**src/rtl/qzi_pkg.sv**
```systemverilog
// Package for the hierarchical Z-order index block: widths, limits,
// register indexes and the command/status structs between controller and datapath.
// No dependencies.
package qzi_pkg;

   localparam int MAX_SIDE_VAL   = 1024;
   localparam int MAX_LEVELS_VAL = 16;

   localparam int SIDE_W  = $clog2(MAX_SIDE_VAL) + 1;   // grid side, holds MAX_SIDE
   localparam int COORD_W = 10;                         // cell coordinate field
   localparam int IDX_W   = 20;                         // z_index field
   localparam int LVL_W   = 5;                          // num_levels register
   localparam int CNT_W   = $clog2(MAX_LEVELS_VAL);     // split counter, 0..MAX_LEVELS-1

   localparam int CSR_ADDR_W = 2;
   localparam int CSR_DATA_W = SIDE_W;

   localparam logic [SIDE_W-1:0] MAX_SIDE   = SIDE_W'(MAX_SIDE_VAL);
   localparam logic [LVL_W-1:0]  MAX_LEVELS = LVL_W'(MAX_LEVELS_VAL);

   // register indexes of the configuration port
   localparam logic [CSR_ADDR_W-1:0] CSR_GRID_WIDTH  = 2'd0;
   localparam logic [CSR_ADDR_W-1:0] CSR_GRID_HEIGHT = 2'd1;
   localparam logic [CSR_ADDR_W-1:0] CSR_NUM_LEVELS  = 2'd2;

   typedef struct packed {
      logic load;    // capture the item and the grid size
      logic split;   // one quadrant level
      logic leaf;    // row-major term of the leaf block
      logic emit;    // write the result register
   } qzi_cmd_type;

   typedef struct packed {
      logic [CNT_W-1:0] splits;    // quadrant rounds for the current config
      logic             out_free;  // result register can take a new item
   } qzi_sts_type;

endpackage

```
**src/rtl/qzi_chan_if.sv**
```systemverilog
// Channel interfaces of the Z-order index block: request and response.
// Depends on qzi_pkg.
interface qzi_req_if;
   import qzi_pkg::*;
   logic               valid;
   logic               ready;
   logic [COORD_W-1:0] cell_col;
   logic [COORD_W-1:0] cell_row;

   modport source (output valid, output cell_col, output cell_row, input ready);
   modport sink   (input valid, input cell_col, input cell_row, output ready);
endinterface

interface qzi_rsp_if;
   import qzi_pkg::*;
   logic             valid;
   logic             ready;
   logic [IDX_W-1:0] z_index;
   logic             valid_res;

   modport source (output valid, output z_index, output valid_res, input ready);
   modport sink   (input valid, input z_index, input valid_res, output ready);
endinterface

```
**src/rtl/qzi_ctrl.sv**
```systemverilog
// Sequencer of the Z-order index block: steps one item through its levels.
// Depends on qzi_pkg.
module qzi_ctrl (
   input  logic                clock,
   input  logic                reset,
   input  logic                req_valid,
   output logic                req_ready,
   input  qzi_pkg::qzi_sts_type sts,
   output qzi_pkg::qzi_cmd_type cmd
);
   import qzi_pkg::*;

   typedef enum logic [2:0] {
      ST_IDLE  = 3'b001,
      ST_SPLIT = 3'b010,
      ST_EMIT  = 3'b100
   } state_type;

   state_type        state_ff, state_in;
   logic [CNT_W-1:0] cnt_ff, cnt_in;

   always_comb begin
      state_in  = state_ff;
      cnt_in    = cnt_ff;
      cmd       = '0;
      req_ready = 1'b0;
      case (state_ff)
         ST_IDLE: begin
            req_ready = 1'b1;
            if (req_valid) begin
               cmd.load = 1'b1;
               cnt_in   = '0;
               state_in = ST_SPLIT;
            end
         end
         ST_SPLIT: begin
            if (cnt_ff == sts.splits) begin
               cmd.leaf = 1'b1;
               state_in = ST_EMIT;
            end else begin
               cmd.split = 1'b1;
               cnt_in    = cnt_ff + 1'b1;
            end
         end
         ST_EMIT: begin
            // hold until the result register is free
            if (sts.out_free) begin
               cmd.emit = 1'b1;
               state_in = ST_IDLE;
            end
         end
         default: begin
            state_in = ST_IDLE;
         end
      endcase
   end

   always_ff @(posedge clock) begin
      if (reset) begin
         state_ff <= ST_IDLE;
         cnt_ff   <= '0;
      end else begin
         state_ff <= state_in;
         cnt_ff   <= cnt_in;
      end
   end

endmodule

```
**src/rtl/qzi_dpath.sv**
```systemverilog
// Datapath of the Z-order index block: config registers, quadrant step,
// index accumulator and result register. Depends on qzi_pkg.
module qzi_dpath (
   input  logic                            clock,
   input  logic                            reset,
   input  logic                            csr_we,
   input  logic [qzi_pkg::CSR_ADDR_W-1:0]  csr_index,
   input  logic [qzi_pkg::CSR_DATA_W-1:0]  csr_wdata,
   input  logic [qzi_pkg::COORD_W-1:0]     cell_col,
   input  logic [qzi_pkg::COORD_W-1:0]     cell_row,
   input  logic                            rsp_ready,
   output logic                            rsp_valid,
   output logic [qzi_pkg::IDX_W-1:0]       z_index,
   output logic                            valid_res,
   input  qzi_pkg::qzi_cmd_type            cmd,
   output qzi_pkg::qzi_sts_type            sts
);
   import qzi_pkg::*;

   logic [SIDE_W-1:0]  cfg_w_ff, cfg_h_ff;
   logic [LVL_W-1:0]   cfg_lv_ff;
   logic [SIDE_W-1:0]  w_sat, h_sat;

   logic [SIDE_W-1:0]  w_ff, h_ff;
   logic [COORD_W-1:0] x_ff, y_ff;
   logic [IDX_W-1:0]   idx_ff, p_ff;
   logic               inside_ff;
   logic               rsp_valid_ff;
   logic [IDX_W-1:0]   z_ff;
   logic               vres_ff;

   logic [COORD_W-1:0] bh, lw;
   logic               y_lo, x_lo;
   logic [SIDE_W-1:0]  h_n, w_n;
   logic [COORD_W-1:0] y_n, x_n;
   logic [IDX_W:0]     prod_v, prod_h, prod_leaf;
   logic [IDX_W-1:0]   p_split;

   // configuration registers
   always_ff @(posedge clock) begin
      if (reset) begin
         cfg_w_ff  <= SIDE_W'(1);
         cfg_h_ff  <= SIDE_W'(1);
         cfg_lv_ff <= LVL_W'(1);
      end else if (csr_we) begin
         case (csr_index)
            CSR_GRID_WIDTH:  cfg_w_ff  <= csr_wdata;
            CSR_GRID_HEIGHT: cfg_h_ff  <= csr_wdata;
            CSR_NUM_LEVELS:  cfg_lv_ff <= csr_wdata[LVL_W-1:0];
            default: begin
            end
         endcase
      end
   end

   assign w_sat = (cfg_w_ff > MAX_SIDE) ? MAX_SIDE : cfg_w_ff;
   assign h_sat = (cfg_h_ff > MAX_SIDE) ? MAX_SIDE : cfg_h_ff;

   always_comb begin
      if (cfg_lv_ff <= LVL_W'(1))
         sts.splits = '0;
      else if (cfg_lv_ff > MAX_LEVELS)
         sts.splits = CNT_W'(MAX_LEVELS - 1'b1);
      else
         sts.splits = CNT_W'(cfg_lv_ff - 1'b1);
      sts.out_free = !rsp_valid_ff || rsp_ready;
   end

   // one quadrant level: bottom/top, then left/right within the chosen half
   assign bh   = h_ff[SIDE_W-1:1];
   assign lw   = w_ff[SIDE_W-1:1];
   assign y_lo = y_ff < bh;
   assign h_n  = y_lo ? {1'b0, bh} : (h_ff - {1'b0, bh});
   assign y_n  = y_lo ? y_ff : (y_ff - bh);
   assign x_lo = x_ff < lw;
   assign w_n  = x_lo ? {1'b0, lw} : (w_ff - {1'b0, lw});
   assign x_n  = x_lo ? x_ff : (x_ff - lw);

   assign prod_v    = (IDX_W+1)'(w_ff) * (IDX_W+1)'(bh);
   assign prod_h    = (IDX_W+1)'(lw) * (IDX_W+1)'(h_n);
   assign prod_leaf = (IDX_W+1)'(y_ff) * (IDX_W+1)'(w_ff) + (IDX_W+1)'(x_ff);
   assign p_split   = (y_lo ? '0 : prod_v[IDX_W-1:0]) + (x_lo ? '0 : prod_h[IDX_W-1:0]);

   // products are registered in p_ff and folded into idx_ff one step later
   always_ff @(posedge clock) begin
      if (cmd.load) begin
         w_ff      <= w_sat;
         h_ff      <= h_sat;
         x_ff      <= cell_col;
         y_ff      <= cell_row;
         idx_ff    <= '0;
         p_ff      <= '0;
         inside_ff <= (SIDE_W'(cell_col) < w_sat) && (SIDE_W'(cell_row) < h_sat);
      end else if (cmd.split) begin
         w_ff   <= w_n;
         h_ff   <= h_n;
         x_ff   <= x_n;
         y_ff   <= y_n;
         idx_ff <= idx_ff + p_ff;
         p_ff   <= p_split;
      end else if (cmd.leaf) begin
         idx_ff <= idx_ff + p_ff;
         p_ff   <= prod_leaf[IDX_W-1:0];
      end
   end

   // result register
   always_ff @(posedge clock) begin
      if (reset) begin
         rsp_valid_ff <= 1'b0;
      end else if (cmd.emit) begin
         rsp_valid_ff <= 1'b1;
      end else if (rsp_ready) begin
         rsp_valid_ff <= 1'b0;
      end
   end

   always_ff @(posedge clock) begin
      if (cmd.emit) begin
         z_ff    <= inside_ff ? (idx_ff + p_ff) : '0;
         vres_ff <= inside_ff;
      end
   end

   assign rsp_valid    = rsp_valid_ff;
   assign z_index      = z_ff;
   assign valid_res    = vres_ff;

endmodule

```
**src/rtl/quadtree_zorder_index.sv**
```systemverilog
// Top level of the hierarchical Z-order index block.
// Depends on qzi_pkg, qzi_chan_if, qzi_ctrl and qzi_dpath.
//
// Maps one cell coordinate (cell_col, cell_row) of a grid_width by grid_height
// grid to its position in a quadrant Z-order of num_levels levels: each level
// splits the current block into lower-left, lower-right, upper-left and
// upper-right quadrants (floor half to the left and bottom parts) and adds the
// cell counts of the quadrants that come before the one holding the cell; the
// leaf block is numbered row-major. A coordinate outside the grid returns
// valid_res low with z_index zero. Sides above 1024 saturate to 1024, a
// num_levels of 0 acts as 1 and one above 16 acts as 16. Each item is accepted,
// then takes a quadrant split step for every level but the last, a leaf step
// and the write into the output register; the quadrant step unit handles one
// level per cycle. The next item is accepted in the cycle after the result is
// written into the output register, even while that result still waits for
// rsp ready; the block takes one item at a time. Configuration registers
// (index 0 grid_width, 1 grid_height, 2 num_levels) are written through
// csr_we/csr_index/csr_wdata and must only change while no item is in flight.
module quadtree_zorder_index (
   input  logic                           clock,
   input  logic                           reset,
   qzi_req_if.sink                        req_if,
   qzi_rsp_if.source                      rsp_if,
   input  logic                           csr_we,
   input  logic [qzi_pkg::CSR_ADDR_W-1:0] csr_index,
   input  logic [qzi_pkg::CSR_DATA_W-1:0] csr_wdata
);
   import qzi_pkg::*;

   qzi_cmd_type cmd;
   qzi_sts_type sts;

   // sequencer: accept, step through the levels, hand off to the result register
   qzi_ctrl u_ctrl (
      .clock     (clock),
      .reset     (reset),
      .req_valid (req_if.valid),
      .req_ready (req_if.ready),
      .sts       (sts),
      .cmd       (cmd)
   );

   // datapath: config, quadrant step, accumulator, result register
   qzi_dpath u_dpath (
      .clock     (clock),
      .reset     (reset),
      .csr_we    (csr_we),
      .csr_index (csr_index),
      .csr_wdata (csr_wdata),
      .cell_col  (req_if.cell_col),
      .cell_row  (req_if.cell_row),
      .rsp_ready (rsp_if.ready),
      .rsp_valid (rsp_if.valid),
      .z_index   (rsp_if.z_index),
      .valid_res (rsp_if.valid_res),
      .cmd       (cmd),
      .sts       (sts)
   );

endmodule

```
**src/flat_wrapper.sv**
```systemverilog
// flat-port wrapper written by rule: the top's interface ports become plain ports
module quadtree_zorder_index_flat import qzi_pkg::*;
  (clock, reset, csr_we, csr_index, csr_wdata, req_if_valid, req_if_cell_col, req_if_cell_row, req_if_ready, rsp_if_valid, rsp_if_z_index, rsp_if_valid_res, rsp_if_ready);
  qzi_req_if req_if_i ();
  qzi_rsp_if rsp_if_i ();
  input  logic clock;
  input  logic reset;
  input  logic csr_we;
  input  logic [qzi_pkg::CSR_ADDR_W-1:0] csr_index;
  input  logic [qzi_pkg::CSR_DATA_W-1:0] csr_wdata;
  input wire logic [$bits(req_if_i.valid)-1:0] req_if_valid;
  input wire logic [$bits(req_if_i.cell_col)-1:0] req_if_cell_col;
  input wire logic [$bits(req_if_i.cell_row)-1:0] req_if_cell_row;
  output wire logic [$bits(req_if_i.ready)-1:0] req_if_ready;
  output wire logic [$bits(rsp_if_i.valid)-1:0] rsp_if_valid;
  output wire logic [$bits(rsp_if_i.z_index)-1:0] rsp_if_z_index;
  output wire logic [$bits(rsp_if_i.valid_res)-1:0] rsp_if_valid_res;
  input wire logic [$bits(rsp_if_i.ready)-1:0] rsp_if_ready;
  assign req_if_i.valid = req_if_valid;
  assign req_if_i.cell_col = req_if_cell_col;
  assign req_if_i.cell_row = req_if_cell_row;
  assign req_if_ready = req_if_i.ready;
  assign rsp_if_valid = rsp_if_i.valid;
  assign rsp_if_z_index = rsp_if_i.z_index;
  assign rsp_if_valid_res = rsp_if_i.valid_res;
  assign rsp_if_i.ready = rsp_if_ready;
  quadtree_zorder_index u_core (.clock(clock), .reset(reset), .req_if(req_if_i), .rsp_if(rsp_if_i), .csr_we(csr_we), .csr_index(csr_index), .csr_wdata(csr_wdata));
endmodule
```
**config.mk**
```make
export PLATFORM = sky130hd
export DESIGN_NAME = quadtree_zorder_index_flat
export DESIGN_NICKNAME = d
export VERILOG_FILES = /design/src/rtl/qzi_pkg.sv /design/src/rtl/qzi_chan_if.sv /design/src/rtl/qzi_ctrl.sv /design/src/rtl/qzi_dpath.sv /design/src/rtl/quadtree_zorder_index.sv /design/src/flat_wrapper.sv
export SDC_FILE = /design/constraint.sdc
export NUM_CORES = 1
export LEC_CHECK = 0
export BUFFER_PORTS_ARGS = -buffer_cell sky130_fd_sc_hd__buf_2
export CAP_MARGIN = 40
export CORE_MARGIN = 2
export CORE_UTILIZATION = 40
export CTS_CLUSTER_DIAMETER = 100
export CTS_CLUSTER_SIZE = 28
export DETAILED_ROUTE_END_ITERATION = 8
export SLEW_MARGIN = 20
export SYNTH_ARGS = -nofsm -noshare
export SYNTH_HDL_FRONTEND = slang
export SYNTH_HIERARCHICAL = 1
export SYNTH_SLANG_ARGS = --single-unit
```
**constraint.sdc**
```tcl
create_clock -name clock -period 7.9 [get_ports clock]
set_input_delay 0.79 -clock clock [delete_from_list [all_inputs] [get_ports clock]]
set_output_delay 0.79 -clock clock [all_outputs]
set_load 0.01 [all_outputs]
```
# Word level (Yosys, flattened, before mapping)
# Cells that the tools add are included.
[totals] ff_bits=139 input_bits=38 word_cells=101
[classes] addsub=9 n_mul=3 order_cmp=8 eq_ne=12 n_mux=39 n_reduce_logical=15
[ops] cell="20-bit two-way mux" count=6
[ops] cell="11-bit two-way mux" count=8
[ops] cell="10-bit two-way mux" count=6
[ops] cell="20-bit adder" count=2
[ops] cell="10-bit by 11-bit multiplier with 20-bit output" count=2
[ops] cell="11-bit greater-than comparator, second input constant" count=2
[ops] cell="10-bit by 11-bit < comparator with 1-bit output" count=2
[ops] cell="11-bit by 10-bit subtractor with 11-bit output" count=2
[ops] cell="20-bit by 10-bit adder with 20-bit output" count=1
[ops] cell="10-bit < comparator" count=2
[ops] cell="11-bit by 10-bit multiplier with 20-bit output" count=1
[ops] cell="10-bit subtractor" count=2
[ops] cell="4-bit two-way mux" count=4
[ops] cell="2-bit AND reduction" count=5
[ops] cell="1-bit two-way mux" count=9
[ops] cell="3-bit two-way mux" count=3
[ops] cell="3-bit one-hot mux with 3 select lines" count=1
[ops] cell="4-bit one-hot mux with 2 select lines" count=1
[ops] cell="2-bit nonzero test" count=4
[ops] cell="2-bit by 1-bit inequality test with 1-bit output, second input constant" count=3
[ops] cell="2-bit inequality test, second input constant" count=3
[ops] cell="3-bit AND reduction" count=2
[ops] cell="5-bit greater-than comparator, second input constant" count=1
[ops] cell="5-bit by 1-bit <= comparator with 1-bit output, second input constant" count=1
[ops] cell="other kinds (13)" count=13

# Depth between registers and ports, before layout
# Gate-level depths: netlist of the first run.
[depth] word_depth=8 ltp_mapped=42

# By module
# The synthesis of the first run kept the hierarchy.
[by_module_without_submodules] module="qzi_dpath" instances=1 cells_each=2340 area_per_inst_um2=19951.6 seq_area_each_um2=3283.1
[by_module_without_submodules] module="qzi_ctrl" instances=1 cells_each=51 area_per_inst_um2=445.4 seq_area_each_um2=140.1

# Worst setup path before layout of the first run
# No wires, ideal clock.
[synth_timing] path_kind="register to register" start="reg u_core.u_dpath.h_ff[2]" end="reg u_core.u_dpath.p_ff[19]" setup_time_ps=138 arrival_ps=8493 path_slack_ps=-731 path_stages_with_launch=40 cell_sequence="edfxtp_1 > clkbuf_1 > inv_1 > ha_1 > nor2b_1 > o21ai_0 > a21oi_1 > o21ai_1 > a21boi_0 > o21a_1 > o21a_1 > o311ai_1 > mux2_2 > clkbuf_1 > nand2_1 > fa_1 > inv_1 > fa_1 > [... 4 more ...] > inv_1 > ha_1 > a21o_1 > a21oi_1 > nor3b_1 > a21oi_1 > a21oi_1 > xor2_1 > nor2_1 > ha_1 > a21o_1 > a221o_1 > a31oi_1 > o21bai_1 > a21oi_1 > xnor2_1 > xnor2_1 > o32ai_2"
[synth_between] elab_chain_cells=6 word_cells_on_any_way=9 cone_classes="add/sub: 2; mul: 2; order compare: 1; mux: 4"
[synth_rtl] element="start: declaration" line_no="qzi_dpath.sv:24" text="logic [SIDE_W-1:0] w_ff, h_ff;"
[synth_rtl] element="start signal: assignment" line_no="qzi_dpath.sv:88" text="h_ff <= h_sat;"
[synth_rtl] element="start signal: assignment" line_no="qzi_dpath.sv:96" text="h_ff <= h_n;"
[synth_rtl] element="11-bit by 10-bit subtractor with 11-bit output or 10-bit < comparator (tied branches)" line_no="qzi_dpath.sv:73, qzi_dpath.sv:72"
[synth_rtl] element="11-bit two-way mux" line_no="qzi_dpath.sv:73" text="assign h_n = y_lo ? {1'b0, bh} : (h_ff - {1'b0, bh});"
[synth_rtl] element="10-bit by 11-bit multiplier with 20-bit output" line_no="qzi_dpath.sv:80" text="assign prod_h = (IDX_W+1)'(lw) * (IDX_W+1)'(h_n);"
[synth_rtl] element="20-bit two-way mux" line_no="qzi_dpath.sv:82" text="assign p_split = (y_lo ? '0 : prod_v[IDX_W-1:0]) + (x_lo ? '0 : prod_h[IDX_W-1:0]);"
[synth_rtl] element="20-bit adder (*)" line_no="qzi_dpath.sv:82"
[synth_rtl] element="20-bit two-way mux (*)" line_no="qzi_dpath.sv:94" text="end else if (cmd.split) begin"
[synth_rtl] element="end signal: assignment" line_no="qzi_dpath.sv:100" text="p_ff <= p_split;"
[synth_rtl] element="end signal: assignment" line_no="qzi_dpath.sv:103" text="p_ff <= prod_leaf[IDX_W-1:0];"
[synth_rtl] element="end: declaration" line_no="qzi_dpath.sv:26" text="logic [IDX_W-1:0] idx_ff, p_ff;"
# Every way passes the cells marked *; elsewhere a longest branch is shown, timed or not.
# A chain may end at the register's enable or synchronous reset.

# Worst setup path in the final report of the first run
# Ends and elaborated chain as after synthesis.

==> results of run 1 <==
[synth_stat cells (5+ instances only)]
cell type,instances,area [um2]
xnor2_1,49,429
o21a_1,17,128
nand2b_1,39,244
a31oi_1,15,93.8
nand3_1,24,120
dfxtp_1,75,1500
o21ai_1,17,85.1
mux2i_1,37,370
nor3_1,36,180
buf_1,6,22.5
nor2_1,223,837
a221oi_1,8,70.1
a21oi_1,126,631
ha_1,262,3280
edfxtp_1,64,1920
clkbuf_1,87,327
o21bai_1,11,82.6
o31ai_1,13,97.6
and3_1,11,68.8
fa_1,223,4460
a211oi_1,29,218
nand2_1,289,1080
inv_1,325,1220
o21ai_0,63,315
and2_1,98,613
or3_1,17,106
nor4_1,5,31.3
nor2b_1,22,138
a21boi_0,14,105
nor3b_1,9,67.6
a211o_1,6,52.6
xor2_1,44,385
o211ai_1,12,90.1
a21o_1,23,173
[through the flow]
step | instance area [um2] | util (%) | setup TNS, ns
2_1_floorplan | 20500 | - | -0.0604
3_3_place_gp | 22600 | 44.9 | -0.911
3_5_place_dp | 22600 | 45.0 | -1.91
4_1_cts | 23600 | 46.9 | -0.332
5_1_grt | 23800 | 47.3 | -3.15
6_report | 23800 | 47.3 | -0.561
[cells by family (layout without fill, tap and decap cells)]
logic type | Yosys count | in the layout | synth area share [%]
buffers and inverters | 430 | 636 | 8.10
multiplexers | 40 | 40 | 1.98
AND/OR/NAND/NOR | 801 | 801 | 18.2
flip-flops | 139 | 139 | 16.8
XOR/XNOR | 95 | 95 | 4.21
adder cells (fa/ha/maj) | 485 | 485 | 38.0
AO/OA/AOI/OAI | 401 | 401 | 12.7
[sequential cells by signal (all words and copies together) (netlist names)]
name,count
u_core/u_dpath/w_ff,11
u_core/u_ctrl/state_ff,3
u_core/u_dpath/h_ff,11
u_core/u_dpath/cfg_h_ff,11
u_core/u_ctrl/cnt_ff,4
u_core/u_dpath/valid_res,1
u_core/u_dpath/cfg_lv_ff,5
u_core/u_dpath/z_index,20
u_core/u_dpath/cfg_w_ff,11
u_core/u_dpath/rsp_valid,1
u_core/u_dpath/y_ff,10
u_core/u_dpath/inside_ff,1
u_core/u_dpath/idx_ff,20
u_core/u_dpath/x_ff,10
u_core/u_dpath/p_ff,20
[worst max-delay path: cells and delay by family (launching register included)]
kind | cells | cell delay [ns]
flops | 1 | 0.41
simple gates | 4 | 0.43
buf+inv | 7 | 0.65
compound gates | 16 | 2.81
xor+xnor | 3 | 0.47
fa+ha+maj | 8 | 3.30
[layer usage]
layer | up-vias | global-route usage, % | routed length, um
met2 | 449 | 38.4 | 28300
met4 | 0 | 5.79 | 1500
met3 | 84 | 2.38 | 2680
met1 | 8506 | 30.6 | 26600
li1 | 8284 | - | -
met5 | - | 0 | 0
[cell type report]
class / count / area, um2 / share of cell area (%)
clock buffer: 21 / 493 / 2.07
clock inverter: 11 / 93.8 / 0.394
inverter: 331 / 1250 / 5.25
multi-input combinational: 1822 / 15700 / 66.1
sequential: 139 / 3420 / 14.4
tap: 672 / 841 / 3.53
timing repair buffer: 273 / 1970 / 8.28
[worst max path at each step]
stage / startpoint / slack, ns / end / cells past startpoint
2_1_floorplan: u_core/u_dpath/h_ff[2] / -0.06 / u_core/u_dpath/p_ff[19] / 39
3_3_place_gp: u_core/u_dpath/h_ff[1] / -0.40 / u_core/u_dpath/p_ff[19] / 31
3_5_place_dp: u_core/u_dpath/h_ff[1] / -0.59 / u_core/u_dpath/p_ff[19] / 31
4_1_cts: u_core/u_dpath/h_ff[1] / -0.24 / u_core/u_dpath/p_ff[19] / 35
5_1_grt: u_core/u_dpath/h_ff[2] / -0.64 / u_core/u_dpath/p_ff[19] / 38
6_report: u_core/u_dpath/h_ff[2] / -0.30 / u_core/u_dpath/p_ff[19] / 38
[timing repair]
item,in CTS,in global routing
endpoints found under the setup margin,8,10
cloned,1,0
pin swaps,18,54
gates resized for setup,43,38
setup buffers,18,13
hold buffers,0,0
==> flow_summary.toml, run 1 <==
[sta]
rsz0062_at_grt = "yes"
setup_viol = 4
skew_ns = 0.0196
finalHoldViolCount = 0
worst_slack_ns = -0.303
maxSlewViolCount = 0
period_minus_slack_ns = 8.20
worst_slew_pin_slew_ns = 0.832
whs_ns = 0.457
slew_headroom_pct = 44.5
period_share_pct = 104
fmax_ghz = 0.122

[place]
dp_slack_ns = -0.589
portBuffers = 60
dp.cells = 3209
dp_hpwl_um = 47600
gp_congestion = 0.904

[die]
io_pins = 61
num_rows = 82
fp.coreArea_um2 = 50300
fp.dieW_um = 230
fp.dieH_um = 230
start_util_pct = 40.6
die_area_um2 = 52800

[yosys]
syn_area_um2 = 20400
synthesis.nets = 2914
synthArstFlopShare_pct = 0
synth_cell_types = 79
yosysSeqAreaShare_pct = 16.8
synth_ff_type = "dfxtp_1"
yosys_warnings = 6
synth_edf_count = 64
synth_seq_cells = 139
netlist_instances = 2391
syn_avg_cell_area_um2 = 8.53

[hold_path]
hp-class = "register to register"
hp-start = "u_core/u_dpath/idx_ff[4]"
hold_end = "u_core/u_dpath/idx_ff[4]"
hold_depth = 2

[final_layout]
final_common_cell = "inv_1"
layout-drive-gt1-share_pct = 15.6
nFillCells = 4826
stdcell_count = 3269
n_antenna_cell = 0
nNetsFinal = 3107
final_cell_mix = "321 x inv_1, 286 x nand2_1, 258 x ha_1"
area_delta_synth_final_pct = 16.7

[critical_path]
path_max_fanout = 4
r2r_cells = 38
required_ns = 8.19
critPathCaptureType = "register"
path_class = "register to register"
worst_path_most_repeated_cell = "fa_1"
rrSetupSlack_ns = -0.30
cp.arrival_ns = 8.49
critPathMaxStageDelay_ns = 0.55
r2r_start = "u_core/u_dpath/h_ff[2]"
slowest_stage = "fa_1"
r2r-end = "u_core/u_dpath/p_ff[19]"
cp-start-kind = "register"

[cts]
cts_buffers = 17
clk_latency_ns = 0.45
clock-sinks = 139
cts_tree = "built"
htree_num_levels = 4
clock_path_buffers = 2
path_clk_slew_ns = 0.07
clock_tree.root_cell = "clkbuf_16"

[flow_run]
max_cap_viol_count = 0

[drt]
vias = 17323
postRouteAntennaNets = 0
avgViaCountPerCell = 5.30
wl_per_cell_um = 18.1
drtIter0Drc = 1008
drc = 0
firstDrtPassIters = 5
finalWirelength_um = 59100

[grt]
grt_pass1_vias = 17718
grt_overflow = 0
grt_pass1_wl_um = 95200
antenna_found_initial = 0
grt_max_degree = 66
grt_usage_pct = 22.6

[outcome]
status = "finished, violations left"
violations = "negative setup slack"
Power of run 1 is left out: the tool's default activity adds up to more than one toggle a clock period on the data nets, which glitch-free logic cannot reach.
==> run 2: changes to the inputs <==
ABC_AREA = 1   (was default)
SKIP_CTS_REPAIR_TIMING = 1   (was default)
==> run 2 against run 1 <==
The run now ends clean. Flip-flop and latch count did not move. First-iteration DRC count rose by 17%. Critical path type unchanged. Clock skew fell by 0.0034 ns. Count of clock-buffer cells in the layout rose by 5. Maximum frequency rose by 8.4%. Via count rose by 5.8%. Sequential share of layout area rose by 0.30 points. Utilization fell by 2.2 points.
==> flow_summary.toml, run 2 <==
[outcome]
status = "finished, final reports clean"

[yosys]
synth_top_area_share_pct = 21.2
syn_avg_cell_area_um2 = 7.49
synth_top_cells_by_count = "628 x nand2_1, 562 x inv_1, 262 x ha_1"
synthesis.nets = 3329
synth_cell_types = 54
synth_seq_cells = 139
synth_most_common_cell = "nand2_1"
synthArstFlopShare_pct = 0
syn_area_um2 = 21000
synth_ff_type = "dfxtp_1"
yosys.area.top_type = "fa_1"
yosysSeqAreaShare_pct = 16.3
synth_edf_count = 64
yosys_warnings = 6
netlist_instances = 2806
synth_area_leaders = "fa_1 21%, ha_1 16%, nand2_1 11%"

[critical_path]
rrSetupSlack_ns = 0.34
r2r-end = "u_core/u_dpath/p_ff[19]"
path_max_fanout = 5
r2r_start = "u_core/u_dpath/h_ff[2]"
cp-start-kind = "register"
critPathCaptureType = "register"
worst_path_most_repeated_cell = "inv_1"
slowest_stage = "fa_1"
critPathMaxStageDelay_ns = 0.57
path_class = "register to register"
required_ns = 8.28
cp.arrival_ns = 7.94
r2r_cells = 41

[place]
placed_area_um2 = 22400
dp_hpwl_um = 49300
portBuffers = 60
gp_congestion = 0.929

[die]
fp.dieH_um = 233
fp.coreArea_um2 = 51600
start_util_pct = 40.7
die_area_um2 = 54400
io_pins = 61
fp.dieW_um = 233
num_rows = 83

[final_layout]
final_area_um2 = 23300
multiInputGateArea_um2 = 15300
final_common_cell = "nand2_1"
final_cell_mix = "625 x nand2_1, 557 x inv_1, 253 x ha_1"
area_delta_synth_final_pct = 11.0
layout-drive-gt1-share_pct = 10.0
seqCellArea_um2 = 3420
nFillCells = 5122
nNetsFinal = 3411

[sta]
maxSlewViolCount = 0
period_share_pct = 95.8
fmax_ghz = 0.132
setup_viol = 0
worst_slew_pin_slew_ns = 0.958
skew_ns = 0.0162
period_minus_slack_ns = 7.56
rsz0062_at_grt = "yes"
finalHoldViolCount = 0
slew_headroom_pct = 36.1

[hold_path]
hp-start = "u_core/u_dpath/cfg_lv_ff[4]"
hold_depth = 2
hp-class = "register to register"
hold_end = "u_core/u_dpath/cfg_lv_ff[4]"

[drt]
postRouteAntennaNets = 0
drc = 0
vias = 18324
wl_per_cell_um = 16.8
firstDrtPassIters = 5
avgViaCountPerCell = 5.12
drtIter0Drc = 1176
finalWirelength_um = 60200

[cts]
cts_tree = "built"
clk_latency_ns = 0.45
cts_buffers = 17
path_clk_slew_ns = 0.07
clock-sinks = 139
htree_num_levels = 4
clock_tree.root_cell = "clkbuf_16"
clock_path_buffers = 2

[grt]
grt_usage_pct = 22.6
grt_pass1_wl_um = 97000
grt_max_degree = 50
grt_pass1_vias = 18270
grt_overflow = 0
antenna_found_initial = 2

[flow_run]
max_cap_viol_count = 0
-- run 2: cell type report --
cell class,instances,share of cell area [%]
diodes,1,0.0107
clock buffers,26,2.46
clock inverters,6,0.177
inverters,579,9.33
multi-input cells,2001,65.5
flip-flops and latches,139,14.7
well taps,680,3.65
repair buffers,150,4.21
-- run 2: how the worst max path moves through the flow --
stage | from | end | slack, ns | cells after the start
global placement | u_core/u_dpath/h_ff[3] | u_core/u_dpath/p_ff[18] | -0.01 | 43
detailed placement | u_core/u_dpath/h_ff[5] | u_core/u_dpath/p_ff[19] | 0.01 | 41
finish | u_core/u_dpath/h_ff[2] | u_core/u_dpath/p_ff[19] | 0.34 | 41
global route | u_core/u_dpath/h_ff[2] | u_core/u_dpath/p_ff[19] | -0.13 | 44
floorplan | u_core/u_dpath/y_ff[0] | u_core/u_dpath/p_ff[19] | 0.23 | 43
CTS | u_core/u_dpath/h_ff[5] | u_core/u_dpath/p_ff[19] | -0.05 | 41
-- run 2: layer usage --
| metal | GRT usage (%) | part of all wire (%) |
|---|---|---|
| met2 | 37.3 | 46 |
| met4 | 6.55 | 2.8 |
| met5 | 0 | 0 |
| met3 | 3.09 | 5.1 |
| met1 | 30.7 | 46 |
-- run 2: cells by family (layout without fill, tap and decap cells) --
logic type               Yosys count  in the layout  share of synthesized area (%)
adder cells (fa/ha/maj)          485            485                           36.8
flip-flops                       139            139                           16.3
AO/OA/AOI/OAI                    434            434                           11.9
buffers and inverters            667            761                           12.0
AND/OR/NAND/NOR                  999           1000                           19.6
XOR/XNOR                          82             82                           3.42
other                              0              1                              0
-- run 2: metrics by stage --
step / hold WS, ns / cells / TNS, ns / util [%] / worst slack (ns)
finish: 0.482 / 3582 / 0 / 45.2 / 0.335
global route: 0.496 / 3582 / -0.202 / 45.2 / -0.134
CTS: 0.483 / 3572 / -0.0683 / 44.7 / -0.0497
detailed placement: 0.475 / 3540 / 0 / 43.5 / 0.0120
global placement: 0.467 / 3537 / -0.0135 / 43.4 / -0.0135
floorplan: 0.447 / 2806 / 0 / - / 0.230
-- run 2: worst max-delay path: cells and delay by family (launching register included) --
family                   cells  cell delay, ns
AND/OR/NAND/NOR             14            1.36
adder cells (fa/ha/maj)      8            3.41
buffers and inverters        8            0.61
XOR/XNOR                     1            0.16
flip-flops                   1            0.42
AO/OA/AOI/OAI               10            1.57
Power of run 2 is left out for the same reason.
